## config.mk

```make
export PLATFORM = sky130hd
export DESIGN_NAME = tcbsbw_horner
export DESIGN_NICKNAME = d
export VERILOG_FILES = /design/src/sv/tcbsbw_pkg.sv /design/src/sv/tcbsbw_horner.sv
export SDC_FILE = /design/constraint.sdc
export NUM_CORES = 2
export LEC_CHECK = 0
export ABC_CLOCK_PERIOD_IN_PS = 14460
export BUFFER_PORTS_ARGS = -buffer_cell sky130_fd_sc_hd__buf_2
export CAP_MARGIN = 20
export CORE_ASPECT_RATIO = 0.7
export CORE_MARGIN = 2
export CORE_UTILIZATION = 45
export CTS_CLUSTER_DIAMETER = 120
export DETAILED_ROUTE_END_ITERATION = 12
export SLEW_MARGIN = 15
export SYNTH_ARGS = -nofsm -noshare
export SYNTH_HDL_FRONTEND = slang
export SYNTH_SLANG_ARGS = --single-unit
```

## constraint.sdc

```tcl
create_clock -name clock -period 14.46 [get_ports clock]
set_input_delay 4.338 -clock clock [delete_from_list [all_inputs] [get_ports clock]]
set_output_delay 4.338 -clock clock [all_outputs]
set_load 0.02 [all_outputs]
```

## src/sv/tcbsbw_pkg.sv

```systemverilog
// Types, widths and codes for the TCB spline basis weight block
package tcbsbw_pkg;

   localparam int FRAC_BITS = 14;
   localparam int WORK_FRAC = 28;
   localparam int T_FRAC    = 15;

   localparam int CFG_W     = 16;
   localparam int CSR_IDX_W = 2;
   localparam int T_W       = 16;
   localparam int W_W       = 23;

   // internal widths, sized for any 16-bit register pattern
   localparam int S_W   = CFG_W + 1;
   localparam int Q_W   = 2 * S_W;
   localparam int SQ_W  = 34;
   localparam int E_W   = 38;
   localparam int ACC_W = 42;

   localparam int CFG_ONE = 2 ** (CFG_W - 2);
   localparam int LATENCY = 8;

   localparam logic [1:0] CMD_VALUE = 2'd0;
   localparam logic [1:0] CMD_SLOPE = 2'd1;
   localparam logic [1:0] CMD_CURVE = 2'd2;

   localparam logic [1:0] BASIS_PREV  = 2'd0;
   localparam logic [1:0] BASIS_START = 2'd1;
   localparam logic [1:0] BASIS_END   = 2'd2;
   localparam logic [1:0] BASIS_NEXT  = 2'd3;

   localparam logic [3:0] POINTS_CUBIC = 4'd4;

   localparam logic [CSR_IDX_W-1:0] REG_TENSION    = 2'd0;
   localparam logic [CSR_IDX_W-1:0] REG_BIAS       = 2'd1;
   localparam logic [CSR_IDX_W-1:0] REG_CONTINUITY = 2'd2;

   typedef struct packed {
      logic [1:0]     cmd;
      logic [1:0]     basis_index;
      logic [3:0]     point_count;
      logic [T_W-1:0] param_t;
   } req_type;

   typedef struct packed {
      logic signed [W_W-1:0] weight;
      logic                  saturated;
   } rsp_type;

   typedef struct packed {
      logic valid;
      logic zero;
   } ctl_type;

endpackage

```

## src/sv/tcbsbw_horner.sv

```systemverilog
// One Horner step: acc * t rounded back to the working format, plus the next coefficient
module tcbsbw_horner (
   input  logic                                clock,
   input  logic                                reset,
   input  tcbsbw_pkg::ctl_type                 ctl_src,
   input  logic [tcbsbw_pkg::T_W-1:0]          param_t,
   input  logic signed [tcbsbw_pkg::ACC_W-1:0] acc_src,
   input  logic signed [tcbsbw_pkg::E_W-1:0]   addend,
   output tcbsbw_pkg::ctl_type                 ctl_dst,
   output logic signed [tcbsbw_pkg::ACC_W-1:0] acc_dst
);
   import tcbsbw_pkg::*;

   localparam int P_W = ACC_W + T_W + 1;

   logic signed [P_W-1:0]   prod;
   logic signed [P_W-1:0]   prod_rnd;
   logic signed [ACC_W-1:0] acc_in;
   logic signed [ACC_W-1:0] acc_ff;
   ctl_type                 ctl_ff;

   always_comb begin
      prod     = P_W'(acc_src) * P_W'($signed({1'b0, param_t}));
      // round to nearest, ties up
      prod_rnd = (prod + P_W'(2 ** (T_FRAC - 1))) >>> T_FRAC;
      acc_in   = $signed(prod_rnd[ACC_W-1:0]) + ACC_W'(addend);
   end

   always_ff @(posedge clock) begin
      if (reset) begin
         ctl_ff <= '0;
      end else begin
         ctl_ff <= ctl_src;
      end
   end

   always_ff @(posedge clock) begin
      acc_ff <= acc_in;
   end

   assign ctl_dst = ctl_ff;
   assign acc_dst = acc_ff;

endmodule

```

==> metrics.cfg <==
[placed_design]
hpwl_um = 57900
portBuffers = 143
gp_congestion = 0.8952

[timing]
slew_headroom_pct = 29.10
rsz0062_at_grt = no
drv_slew = 0
post-route-period-util_pct = 95.92
setup_violations = 0
worst_slew_pin_slew_ns = 1.052
fmax_mhz = 72.10
hold_viol = 0
tns_ns = 0
post-route-min-period_ns = 13.87

[clocking]
htreeDepth = 2
postCtsSetupRepairBufs = 0
cts-buffers-inserted = 5
ctsHoldBuffers = 0
cts_sinks = 44
clk_pin_slew_worst_paths_ns = 0.07
cts_resized = 0
cts_tree = done
root_buffer = clkbuf_16
cts_buffer_depth = 2

[logic_synthesis]
synth_fp_nets = 3838
synth_edf_count = 0
synth-compound-area-share_pct = 5.611
synth_top_family_by_area = adder cells
synth_xor_area_share_pct = 2.907
synthMuxAreaShare_pct = 0.07766
yosysUniqueCellTypes = 66
synth_seq_area_share_pct = 3.417
async_flop_share_pct = 0
yosys.area_share.simple_pct = 16.98
syn_avg_cell_area_um2 = 8.862
synthCells = 2909
ys_seq_elements = 44
synthAdderAreaFrac_pct = 58.21
synth_flop_cell = dfxtp_1
syn_area_um2 = 25780
ys_warn_count = 0

[die]
start_util_pct = 45.45
die_w_um = 290.1
die_h_um = 204.3
die_area_um2 = 59250
core_area_um2 = 56720
rows = 73
ioPinCount = 144

[final_layout]
area_delta_synth_final_pct = 6.213
regArea_um2 = 880.8
fin_nets = 3899
multiInputGateArea_um2 = 21610
layout-drive-gt1-share_pct = 6.328
fillers = 5441

[drt]
first_iter_violations = 1191
totalWireLength_um = 69560
viasPerCell = 5.050
detail-route-antenna-nets = 0
wl_per_cell_um = 18.68
drc_errors = 0
num_vias = 18800
drtPass1Iterations = 6

[global_route]
grt_pass1_vias = 20610
grt_first_pass_wirelength_um = 114500
track_usage_pct = 24.95
gr-total-overflow = 0
grt_max_degree = 43
antenna_found_initial = 6

[worst_setup_path]
arrival_ns = 14.09
crit_path_frequent_cell = fa_1
worstSetupEndpoint = acc_dst[41]$_DFF_P_
worstSetupStartpoint = param_t[3]
cpLargestDelayFamily = adder cells
cp_slowest_cell = buf_2
crit_cells = 31
path_class = input pin to register
cp-end-kind = register
critPathLaunchType = input pin
cp.required_ns = 14.68
critPathMaxFanout = 42
slowest_delay_ns = 0.71
crit_buf_inv = 5

[flow_run]
maxCapViolCount = 0

[outcome]
status = complete, no violations

[min_path]
worstHoldPathType = input pin to register

## cell type report
cell class / instances / share of cell area, %
Clock inverter: 2 / 0.1417
Sequential cell: 44 / 3.217
Clock buffer: 6 / 0.5072
Multi-Input combinational cell: 1986 / 78.94
Inverter: 768 / 10.53
Timing Repair Buffer: 165 / 3.217
Tap cell: 750 / 3.427
Antenna cell: 2 / 0.01828
## routing by layer
| layer | wire length [um] | GRT usage (%) | vias to the layer above | share of wire, % |
|---|---|---|---|---|
| met5 | 53 | 0 | - | 0.076 |
| met4 | 772 | 3.627 | 8 | 1.1 |
| met3 | 6521 | 6.981 | 50 | 9.4 |
| met2 | 29090 | 36.79 | 636 | 42 |
| met1 | 33130 | 37.19 | 9514 | 48 |
| li1 | - | - | 8594 | - |
## cell usage after synthesis, types with 5 or more instances
master / instances / area, um^2
fa_1: 617 / 12350
nand4_1: 8 / 50.05
xnor2_1: 61 / 534.3
clkbuf_1: 111 / 416.7
o21ai_1: 10 / 50.05
nand2_1: 343 / 1287
o211ai_1: 8 / 60.06
dfxtp_1: 44 / 880.8
a21oi_1: 71 / 355.3
nand3_1: 17 / 85.08
and2_1: 379 / 2371
o21ai_0: 22 / 110.1
nor3_1: 20 / 100.1
a21o_1: 32 / 240.2
nand2b_1: 7 / 43.79
o21bai_1: 7 / 52.55
nor2_1: 44 / 165.2
o21a_1: 12 / 90.09
nor2b_1: 13 / 81.33
and3_1: 5 / 31.28
xor2_1: 22 / 192.7
ha_1: 212 / 2653
inv_1: 768 / 2883
## worst min-delay path by stage
| stage | start | cells past startpoint | slack [ns] | endpoint |
|---|---|---|---|---|
| 4_1_cts | reset | 2 | 4.15 | ctl_dst[1]$_SDFF_PP0_ |
| 3_3_place_gp | reset | 2 | 4.51 | ctl_dst[0]$_SDFF_PP0_ |
| 5_1_grt | reset | 2 | 4.17 | ctl_dst[1]$_SDFF_PP0_ |
| 3_5_place_dp | reset | 2 | 4.52 | ctl_dst[1]$_SDFF_PP0_ |
| 6_report | reset | 2 | 4.17 | ctl_dst[1]$_SDFF_PP0_ |
| 2_1_floorplan | reset | 1 | 4.41 | ctl_dst[0]$_SDFF_PP0_ |
## through the flow
stage / hold slack (ns) / setup slack (ns) / util, % / cell area [um^2] / cells
floorplan: 4.410 / 2.493 / - / 25780 / 2909
global placement: 4.515 / 0.1027 / 47.93 / 27180 / 3712
detailed placement: 4.518 / 0.4173 / 47.94 / 27190 / 3712
CTS: 4.154 / 0.7570 / 48.25 / 27370 / 3720
global route: 4.165 / 0.3030 / 48.26 / 27380 / 3721
finish: 4.171 / 0.5902 / 48.27 / 27380 / 3723
## layout by cell type (no fill, tap or decap), drive strengths merged, types with 6 or more instances in the layout
cell type,count
clkbuf,6
and2,379
o21a,12
xor2,22
o21ai,34
fa,617
ha,212
nor3,20
nand4,8
nor2b,13
inv,768
xnor2,61
nand2b,7
o21bai,7
nor2,44
o211ai,9
buf,165
a21oi,72
nand3,17
a21o,32
dfxtp,44
nand2,343
## flip-flops by register name, indices dropped and copies added (netlist names)
signal,cells
acc_dst,42
ctl_dst,2
## cells by family after synthesis
kind of cell             after synthesis
AO/OA/AOI/OAI                        214
flip-flops                            44
adder cells (fa/ha/maj)              829
multiplexers                           2
AND/OR/NAND/NOR                      857
XOR/XNOR                              84
buffers and inverters                879
Power is not shown: default switching activity piles up to over one toggle a cycle in this logic, so the estimate is an artifact.
